File: src/hdl/uks_pkg.sv
// uks_pkg: shared types and constants for the unique key stack.
// No dependencies; compile first.
`default_nettype none

package uks_pkg;

    localparam int unsigned UKS_DEPTH  = 16;
    localparam int unsigned WORD_W     = 32;
    localparam int unsigned ENTRIES_W  = 5;

    typedef enum logic [1:0] {
        OP_PUSH = 2'd0,
        OP_POP  = 2'd1,
        OP_PEEK = 2'd2,
        OP_NOP  = 2'd3
    } t_op;

    typedef enum logic [1:0] {
        ST_OK    = 2'd0,
        ST_DUP   = 2'd1,
        ST_UNDER = 2'd2,
        ST_OVER  = 2'd3
    } t_status;

    typedef logic signed [WORD_W-1:0]    t_word;
    typedef logic        [ENTRIES_W-1:0] t_entries;

endpackage

`default_nettype wire

File: src/hdl/uks_req_if.sv
// uks_req_if: request channel (op, key, value) with valid/ready.
// Depends on uks_pkg.
`default_nettype none

interface uks_req_if;
    import uks_pkg::*;

    logic  valid;
    logic  ready;
    t_op   op;
    t_word key;
    t_word value;

    modport source (output valid, output op, output key, output value, input ready);
    modport sink   (input valid, input op, input key, input value, output ready);
endinterface

`default_nettype wire

File: src/hdl/uks_rsp_if.sv
// uks_rsp_if: result channel (status, entry, count) with valid/ready.
// Depends on uks_pkg.
`default_nettype none

interface uks_rsp_if;
    import uks_pkg::*;

    logic     valid;
    logic     ready;
    t_status  status;
    t_word    out_key;
    t_word    out_value;
    t_entries entries;
    logic     is_empty;

    modport source (output valid, output status, output out_key, output out_value,
                    output entries, output is_empty, input ready);
    modport sink   (input valid, input status, input out_key, input out_value,
                    input entries, input is_empty, output ready);
endinterface

`default_nettype wire

File: src/hdl/uks_store.sv
// uks_store: key and value memories, one write port, one registered read port.
// Depends on uks_pkg.
`default_nettype none

module uks_store #(
    parameter int unsigned STACK_DEPTH = uks_pkg::UKS_DEPTH,
    parameter int unsigned ADDR_W      = (STACK_DEPTH > 1) ? $clog2(STACK_DEPTH) : 1
) (
    input  wire logic                i_clk,
    input  wire logic                i_wr_en,
    input  wire logic [ADDR_W-1:0]   i_wr_addr,
    input  wire uks_pkg::t_word      i_wr_key,
    input  wire uks_pkg::t_word      i_wr_value,
    input  wire logic                i_rd_en,
    input  wire logic [ADDR_W-1:0]   i_rd_addr,
    output uks_pkg::t_word           o_rd_key,
    output uks_pkg::t_word           o_rd_value
);
    import uks_pkg::*;

    t_word r_key_mem [STACK_DEPTH];
    t_word r_val_mem [STACK_DEPTH];
    t_word r_rd_key;
    t_word r_rd_val;

    always_ff @(posedge i_clk) begin
        if (i_wr_en) begin
            r_key_mem[i_wr_addr] <= i_wr_key;
            r_val_mem[i_wr_addr] <= i_wr_value;
        end
    end

    always_ff @(posedge i_clk) begin
        if (i_rd_en) begin
            r_rd_key <= r_key_mem[i_rd_addr];
            r_rd_val <= r_val_mem[i_rd_addr];
        end
    end

    assign o_rd_key   = r_rd_key;
    assign o_rd_value = r_rd_val;

endmodule

`default_nettype wire

File: src/hdl/uks_ctrl.sv
// uks_ctrl: sequencer for push/pop/peek, serial duplicate-key scan with one
// shared comparator, fill counter and result register. Depends on uks_pkg.
`default_nettype none

module uks_ctrl #(
    parameter int unsigned STACK_DEPTH = uks_pkg::UKS_DEPTH,
    parameter int unsigned ADDR_W      = (STACK_DEPTH > 1) ? $clog2(STACK_DEPTH) : 1,
    parameter int unsigned CNT_W       = $clog2(STACK_DEPTH + 1)
) (
    input  wire logic              i_clk,
    input  wire logic              i_rst_n,
    uks_req_if.sink                i_req,
    uks_rsp_if.source              o_rsp,
    output logic                   o_wr_en,
    output logic [ADDR_W-1:0]      o_wr_addr,
    output uks_pkg::t_word         o_wr_key,
    output uks_pkg::t_word         o_wr_value,
    output logic                   o_rd_en,
    output logic [ADDR_W-1:0]      o_rd_addr,
    input  wire uks_pkg::t_word    i_rd_key,
    input  wire uks_pkg::t_word    i_rd_value
);
    import uks_pkg::*;

    typedef enum logic [2:0] {
        S_IDLE,
        S_SCAN,
        S_PUSH,
        S_READ,
        S_RDATA,
        S_DONE
    } t_state;

    t_state              r_state;
    t_op                 r_op;
    t_word               r_key;
    t_word               r_val;
    logic [CNT_W-1:0]    r_fill;
    logic [ADDR_W-1:0]   r_idx;
    logic                r_pend;
    logic                r_last;
    t_status             r_status;
    t_word               r_okey;
    t_word               r_oval;

    logic                r_o_valid;
    t_status             r_o_status;
    t_word               r_o_key;
    t_word               r_o_val;
    t_entries            r_o_entries;
    logic                r_o_empty;

    logic                accept;
    logic                full;
    logic                hit;
    logic [CNT_W-1:0]    fill_m1;
    logic                out_free;

    assign accept   = i_req.valid && i_req.ready;
    assign full     = (r_fill == CNT_W'(STACK_DEPTH));
    assign fill_m1  = r_fill - 1'b1;
    assign hit      = r_pend && (i_rd_key == r_key);
    assign out_free = !r_o_valid || o_rsp.ready;

    assign i_req.ready = (r_state == S_IDLE);

    // memory requests
    assign o_rd_en    = ((r_state == S_SCAN) && !r_last) || (r_state == S_READ);
    assign o_rd_addr  = (r_state == S_READ) ? fill_m1[ADDR_W-1:0] : r_idx;
    assign o_wr_en    = (r_state == S_PUSH) && !full;
    assign o_wr_addr  = r_fill[ADDR_W-1:0];
    assign o_wr_key   = r_key;
    assign o_wr_value = r_val;

    always_ff @(posedge i_clk) begin
        if (!i_rst_n) begin
            r_state   <= S_IDLE;
            r_fill    <= '0;
            r_pend    <= 1'b0;
            r_last    <= 1'b0;
            r_o_valid <= 1'b0;
        end else begin
            // S_DONE reloads the output register itself
            if (r_o_valid && o_rsp.ready && (r_state != S_DONE)) begin
                r_o_valid <= 1'b0;
            end
            unique case (r_state)
                S_IDLE: begin
                    if (accept) begin
                        r_op     <= i_req.op;
                        r_key    <= i_req.key;
                        r_val    <= i_req.value;
                        r_status <= ST_OK;
                        r_okey   <= '0;
                        r_oval   <= '0;
                        r_idx    <= '0;
                        r_pend   <= 1'b0;
                        r_last   <= 1'b0;
                        unique case (i_req.op)
                            OP_PUSH: r_state <= (r_fill == '0) ? S_PUSH : S_SCAN;
                            OP_POP, OP_PEEK: begin
                                if (r_fill == '0) begin
                                    r_status <= ST_UNDER;
                                    r_state  <= S_DONE;
                                end else begin
                                    r_state <= S_READ;
                                end
                            end
                            default: r_state <= S_DONE;
                        endcase
                    end
                end
                S_SCAN: begin
                    // compare acts on the key read in the cycle before
                    if (hit) begin
                        r_status <= ST_DUP;
                        r_pend   <= 1'b0;
                        r_state  <= S_DONE;
                    end else if (r_pend && r_last) begin
                        r_pend  <= 1'b0;
                        r_state <= S_PUSH;
                    end else if (!r_last) begin
                        r_pend <= 1'b1;
                        r_last <= (CNT_W'(r_idx) == fill_m1);
                        r_idx  <= r_idx + 1'b1;
                    end
                end
                S_PUSH: begin
                    if (full) begin
                        r_status <= ST_OVER;
                    end else begin
                        r_fill <= r_fill + 1'b1;
                    end
                    r_state <= S_DONE;
                end
                S_READ: begin
                    r_state <= S_RDATA;
                end
                S_RDATA: begin
                    r_okey <= i_rd_key;
                    r_oval <= i_rd_value;
                    if (r_op == OP_POP) begin
                        r_fill <= fill_m1;
                    end
                    r_state <= S_DONE;
                end
                S_DONE: begin
                    if (out_free) begin
                        r_o_valid   <= 1'b1;
                        r_o_status  <= r_status;
                        r_o_key     <= r_okey;
                        r_o_val     <= r_oval;
                        r_o_entries <= ENTRIES_W'(r_fill);
                        r_o_empty   <= (r_fill == '0);
                        r_state     <= S_IDLE;
                    end else begin
                        r_o_valid   <= r_o_valid;
                    end
                end
                default: r_state <= S_IDLE;
            endcase
        end
    end

    assign o_rsp.valid     = r_o_valid;
    assign o_rsp.status    = r_o_status;
    assign o_rsp.out_key   = r_o_key;
    assign o_rsp.out_value = r_o_val;
    assign o_rsp.entries   = r_o_entries;
    assign o_rsp.is_empty  = r_o_empty;

endmodule

`default_nettype wire

File: src/hdl/unique_key_stack_core.sv
// unique_key_stack_core: bounded LIFO of key/value pairs with duplicate-key
// rejection on push. Depends on uks_pkg, uks_req_if, uks_rsp_if, uks_ctrl, uks_store.
//
//   channel   dir   fields                                         handshake
//   i_req     in    op, key, value                                 valid/ready
//   o_rsp     out   status, out_key, out_value, entries, is_empty  valid/ready
//
// Push with n > 0 entries held: one read and one compare per stored key through
// the single read port and comparator, then commit and result register; a
// duplicate ends the scan early. Push onto an empty stack goes straight to commit;
// pop and peek read the top entry; underflow and no-op go to the result register.
// One request at a time; i_req.ready is high only while idle, from the cycle after
// the result register loads. A finished result waits in the output register, so the
// next request is taken while o_rsp stalls.
// i_rst_n (synchronous, active low) empties the stack; memories are not cleared.
`default_nettype none

module unique_key_stack_core #(
    parameter int unsigned STACK_DEPTH = uks_pkg::UKS_DEPTH
) (
    input  wire logic  i_clk,
    input  wire logic  i_rst_n,
    uks_req_if.sink    i_req,
    uks_rsp_if.source  o_rsp
);
    import uks_pkg::*;

    localparam int unsigned ADDR_W = (STACK_DEPTH > 1) ? $clog2(STACK_DEPTH) : 1;
    localparam int unsigned CNT_W  = $clog2(STACK_DEPTH + 1);

    logic              wr_en;
    logic [ADDR_W-1:0] wr_addr;
    t_word             wr_key;
    t_word             wr_value;
    logic              rd_en;
    logic [ADDR_W-1:0] rd_addr;
    t_word             rd_key;
    t_word             rd_value;

    uks_ctrl #(
        .STACK_DEPTH (STACK_DEPTH),
        .ADDR_W      (ADDR_W),
        .CNT_W       (CNT_W)
    ) u_ctrl (
        .i_clk      (i_clk),
        .i_rst_n    (i_rst_n),
        .i_req      (i_req),
        .o_rsp      (o_rsp),
        .o_wr_en    (wr_en),
        .o_wr_addr  (wr_addr),
        .o_wr_key   (wr_key),
        .o_wr_value (wr_value),
        .o_rd_en    (rd_en),
        .o_rd_addr  (rd_addr),
        .i_rd_key   (rd_key),
        .i_rd_value (rd_value)
    );

    uks_store #(
        .STACK_DEPTH (STACK_DEPTH),
        .ADDR_W      (ADDR_W)
    ) u_store (
        .i_clk      (i_clk),
        .i_wr_en    (wr_en),
        .i_wr_addr  (wr_addr),
        .i_wr_key   (wr_key),
        .i_wr_value (wr_value),
        .i_rd_en    (rd_en),
        .i_rd_addr  (rd_addr),
        .o_rd_key   (rd_key),
        .o_rd_value (rd_value)
    );

endmodule

`default_nettype wire
File: src/flat_wrapper.sv
// flat-port wrapper written by rule: the top's interface ports become plain ports
module unique_key_stack_core_flat import uks_pkg::*;
#(
    parameter int unsigned STACK_DEPTH = uks_pkg::UKS_DEPTH
)
  (i_clk, i_rst_n, i_req_valid, i_req_op, i_req_key, i_req_value, i_req_ready, o_rsp_valid, o_rsp_status, o_rsp_out_key, o_rsp_out_value, o_rsp_entries, o_rsp_is_empty, o_rsp_ready);
  uks_req_if i_req_i ();
  uks_rsp_if o_rsp_i ();
  input  wire logic i_clk;
  input  wire logic i_rst_n;
  input wire logic [$bits(i_req_i.valid)-1:0] i_req_valid;
  input wire logic [$bits(i_req_i.op)-1:0] i_req_op;
  input wire logic [$bits(i_req_i.key)-1:0] i_req_key;
  input wire logic [$bits(i_req_i.value)-1:0] i_req_value;
  output wire logic [$bits(i_req_i.ready)-1:0] i_req_ready;
  output wire logic [$bits(o_rsp_i.valid)-1:0] o_rsp_valid;
  output wire logic [$bits(o_rsp_i.status)-1:0] o_rsp_status;
  output wire logic [$bits(o_rsp_i.out_key)-1:0] o_rsp_out_key;
  output wire logic [$bits(o_rsp_i.out_value)-1:0] o_rsp_out_value;
  output wire logic [$bits(o_rsp_i.entries)-1:0] o_rsp_entries;
  output wire logic [$bits(o_rsp_i.is_empty)-1:0] o_rsp_is_empty;
  input wire logic [$bits(o_rsp_i.ready)-1:0] o_rsp_ready;
  assign i_req_i.valid = i_req_valid;
  assign i_req_i.op = i_req_op;
  assign i_req_i.key = i_req_key;
  assign i_req_i.value = i_req_value;
  assign i_req_ready = i_req_i.ready;
  assign o_rsp_valid = o_rsp_i.valid;
  assign o_rsp_status = o_rsp_i.status;
  assign o_rsp_out_key = o_rsp_i.out_key;
  assign o_rsp_out_value = o_rsp_i.out_value;
  assign o_rsp_entries = o_rsp_i.entries;
  assign o_rsp_is_empty = o_rsp_i.is_empty;
  assign o_rsp_i.ready = o_rsp_ready;
  unique_key_stack_core #(.STACK_DEPTH(STACK_DEPTH)) u_core (.i_clk(i_clk), .i_rst_n(i_rst_n), .i_req(i_req_i), .o_rsp(o_rsp_i));
endmodule
File: config.mk
export PLATFORM = sky130hd
export DESIGN_NAME = unique_key_stack_core_flat
export DESIGN_NICKNAME = d
export VERILOG_FILES = /design/src/hdl/uks_pkg.sv /design/src/hdl/uks_req_if.sv /design/src/hdl/uks_rsp_if.sv /design/src/hdl/uks_store.sv /design/src/hdl/uks_ctrl.sv /design/src/hdl/unique_key_stack_core.sv /design/src/flat_wrapper.sv
export SDC_FILE = /design/constraint.sdc
export NUM_CORES = 2
export LEC_CHECK = 0
export BUFFER_PORTS_ARGS = -buffer_cell sky130_fd_sc_hd__buf_2
export CAP_MARGIN = 20
export CORE_MARGIN = 8
export CORE_UTILIZATION = 40
export CTS_BUF_LIST = sky130_fd_sc_hd__clkbuf_16
export DETAILED_ROUTE_END_ITERATION = 8
export PLACE_DENSITY = 0.59
export SLEW_MARGIN = 15
export SYNTH_ARGS = -nofsm -noshare
export SYNTH_HDL_FRONTEND = slang
export SYNTH_SLANG_ARGS = --single-unit
File: constraint.sdc
create_clock -name i_clk -period 11 [get_ports i_clk]
set_input_delay 1.1 -clock i_clk [delete_from_list [all_inputs] [get_ports i_clk]]
set_output_delay 1.1 -clock i_clk [all_outputs]
set_load 0.01 [all_outputs]
==> impl_metrics.env <==
export IMPL_outcome="completed"
export IMPL_synth_edf_count=1296
export IMPL_ys_ff_latch=1307
export IMPL_p_per_area_nw_per_um2=236
export IMPL_clock_path_buffers=3
export IMPL_die_h_microns=369
export IMPL_syn_nets=3338
export IMPL_crit_path_end_kind="register"
export IMPL_ioPinCount=144
export IMPL_rr_startpoint="u_core.u_ctrl.r_fill[0]$_SDFFE_PN0P_"
export IMPL_ant_nets=0
export IMPL_die_area_sq_um=136000
export IMPL_cp_data_required_time_ns=11.59
export IMPL_regArea_sq_um=39100
export IMPL_syn_inst=3261
export IMPL_arrival_ns=5.30
export IMPL_layout_setup_ws_ns=6.29
export IMPL_firstDrtPassIters=5
export IMPL_min_delay_path_depth=0
export IMPL_grtUsageTotal=0.184
export IMPL_num_rows=129
export IMPL_grt_remaining_overflow=0
export IMPL_synth_top_area_share=0.781
export IMPL_yosys_top_cells_count="edfxtp_1 (1,296), nand2_1 (531), a21oi_1 (518), a22o_1 (253), buf_2 (155)"
export IMPL_port_buffers=143
export IMPL_routed_wl_mm=130
export IMPL_worst_path_max_fanout=87
export IMPL_power_uw=13400
export IMPL_antenna_found_initial=9
export IMPL_startpoint="u_core.u_ctrl.r_fill[0]$_SDFFE_PN0P_"
export IMPL_path_class="register to register"
export IMPL_max_slew_margin=0.287
export IMPL_total_leakage_power_uw=0.0191
export IMPL_cts_root_buf="clkbuf_16"
export IMPL_die_x_microns=369
export IMPL_pre_cts_slack_ns=6.36
export IMPL_dp_hpwl_mm=63.8
export IMPL_cts_buffers=137
export IMPL_cts_setup_buffers=0
export IMPL_grt_setup_unrepaired="false"
export IMPL_cts_tree="done"
export IMPL_clk_pin_slew_worst_paths_ns=0.06
export IMPL_multi_input_area_sq_um=9740
export IMPL_yosys_cell_count_top_type="edfxtp_1"
export IMPL_clock_sinks=1307
export IMPL_fin_crit_sh=0.428
export IMPL_startpoint_type="register"
export IMPL_yosys_top_cells_area="edfxtp_1 (78%), a21oi_1 (5.2%), a22o_1 (4.4%)"
export IMPL_maxCapViolCount=0
export IMPL_worstHoldStart="u_core.u_ctrl.r_oval[16]$_SDFFCE_PN0P_"
export IMPL_ys_warn_count=0
export IMPL_synth_seq_area_share=0.785
export IMPL_grt_max_degree=193
export IMPL_synth_area_leader_cell="edfxtp_1"
export IMPL_drive_gt1_frac=0.120
export IMPL_syn_mean_instance_area_sq_um=15.3
export IMPL_ys_flop_type="edfxtp_1"
export IMPL_worst_pin_slew_ns=1.07
export IMPL_fill_cells=10900
export IMPL_ctsHoldBuffers=0
export IMPL_grt_pass1_wl_mm=187
export IMPL_ir_worst_vdd_mv=0.132
export IMPL_core_sq_um=124000
export IMPL_grt_pass1_vias=27500
export IMPL_setup_violations=0
export IMPL_cts_resized=0
export IMPL_drc=0
export IMPL_finClkSkew_ns=0.0246
export IMPL_synth_area_sq_um=49800
export IMPL_period_needed_ns=4.71
export IMPL_viasPerCell=5.57
export IMPL_async_flop_share=0
export IMPL_start_util=0.403
export IMPL_synthDistinctLibCells=50
export IMPL_routabilityCongestion=0.740
export IMPL_syn_to_final_growth_pct=13.6
export IMPL_hold_violations=0
export IMPL_clk_insertion_delay_late_ns=0.74
export IMPL_drt_iter0_drc=3148
export IMPL_finalMaxSlewViolations=0
export IMPL_nets=3450
export IMPL_r2r_cells=10
export IMPL_avgRoutedWirePerCell_microns=25.4
export IMPL_vias=28500
export IMPL_worstHoldPathType="register to register"
export IMPL_h_tree_depth=4
export IMPL_setup_tns_ns=0
export IMPL_hold_slack_ns=0.412
export IMPL_max_freq_ghz=0.212
## report_power, final
part	leakage (uW)	switching (uW)	total (uW)	internal, uW
logic	0.00505	1710	2600	890
clock network	0.00227	1880	4610	2730
registers	0.0118	254	6170	5920
total	0.0191	3840	13400	9540
## worst max-delay path, stage by stage, from the launching register on
cell and delay (ns):
dfxtp_1 0.48, inv_1 0.14, ha_1 0.37, and4bb_2 0.29, a21oi_4 0.77, buf_4 0.92
buf_4 0.76, a21oi_1 0.16, a22o_1 0.27, o22ai_1 0.14, or2_1 0.13
## layout make-up
class	count	share of cell area
antenna	3	0.000133
clock buffer	143	0.0632
clock inverter	98	0.0162
inverter	17	0.00117
multi-input combinational	1722	0.172
sequential	1307	0.691
tap	1637	0.0362
timing repair buffer	188	0.0196
## per-layer routing
layer,up-vias,share of wire,GRT usage
li1,12700,-,-
met1,14500,0.44,0.260
met2,1055,0.46,0.288
met3,218,0.071,0.0356
met4,4,0.027,0.0591
met5,-,0.00021,0
## placed cells by master (no fill, tap or decap), drive strengths merged, types with 2 or more instances in the layout
cell	instances
nor2	19
a31oi	2
inv	50
a221oi	3
xor2	4
bufinv	16
a22o	253
o21a	3
clkinvlp	11
nand2	531
nand3	10
clkinv	38
nor3	8
edfxtp	1296
a211oi	4
nand4	11
a21oi	520
dfxtp	11
ha	7
mux2i	3
and4bb	2
nand2b	5
a21o	3
nand3b	2
or2	64
diode	3
o22ai	128
buf	188
clkbuf	143
and3	65
o21ai	12
xnor2	35
and2	15
## sequential cells by signal (all words and copies together) (netlist names), 32 cells and up
signal                         flops
u_core.u_store.r_key_mem         512
u_core.u_store.r_val_mem         512
u_core.u_ctrl.o_rsp.out_key       32
u_core.u_ctrl.o_rsp.out_value     32
u_core.u_ctrl.o_wr_key            32
u_core.u_ctrl.o_wr_value          32
u_core.u_ctrl.r_okey              32
u_core.u_ctrl.r_oval              32
u_core.u_store.o_rd_key           32
u_core.u_store.o_rd_value         32
## stage by stage
step / util / cells / cell area (sq um)
5_1_grt: 0.458 / 5112 / 56600
4_1_cts: 0.458 / 5111 / 56600
3_3_place_gp: 0.421 / 4870 / 52100
6_report: 0.458 / 5115 / 56600
2_1_floorplan: - / 3261 / 49800
3_5_place_dp: 0.421 / 4870 / 52100
## worst paths after layout
kind                                                                     to  slack, ns
worst max-delay path                  u_core.u_store.o_rd_key[25]$_DFFE_PP_       6.29
worst min-delay path            u_core.u_ctrl.o_rsp.out_value[16]$_DFFE_PP_       0.41
worst max register to register        u_core.u_store.o_rd_key[25]$_DFFE_PP_       6.29
worst min register to register  u_core.u_ctrl.o_rsp.out_value[16]$_DFFE_PP_       0.41
## logic make-up after synthesis
kind of cell             synth area share
AO/OA/AOI/OAI                       0.118
multiplexers                     0.000603
AND/OR/NAND/NOR                    0.0653
buffers and inverters              0.0218
flip-flops                          0.785
XOR/XNOR                          0.00686
adder cells (fa/ha/maj)           0.00176
No activity file was read; power rests on OpenSTA's default activity.
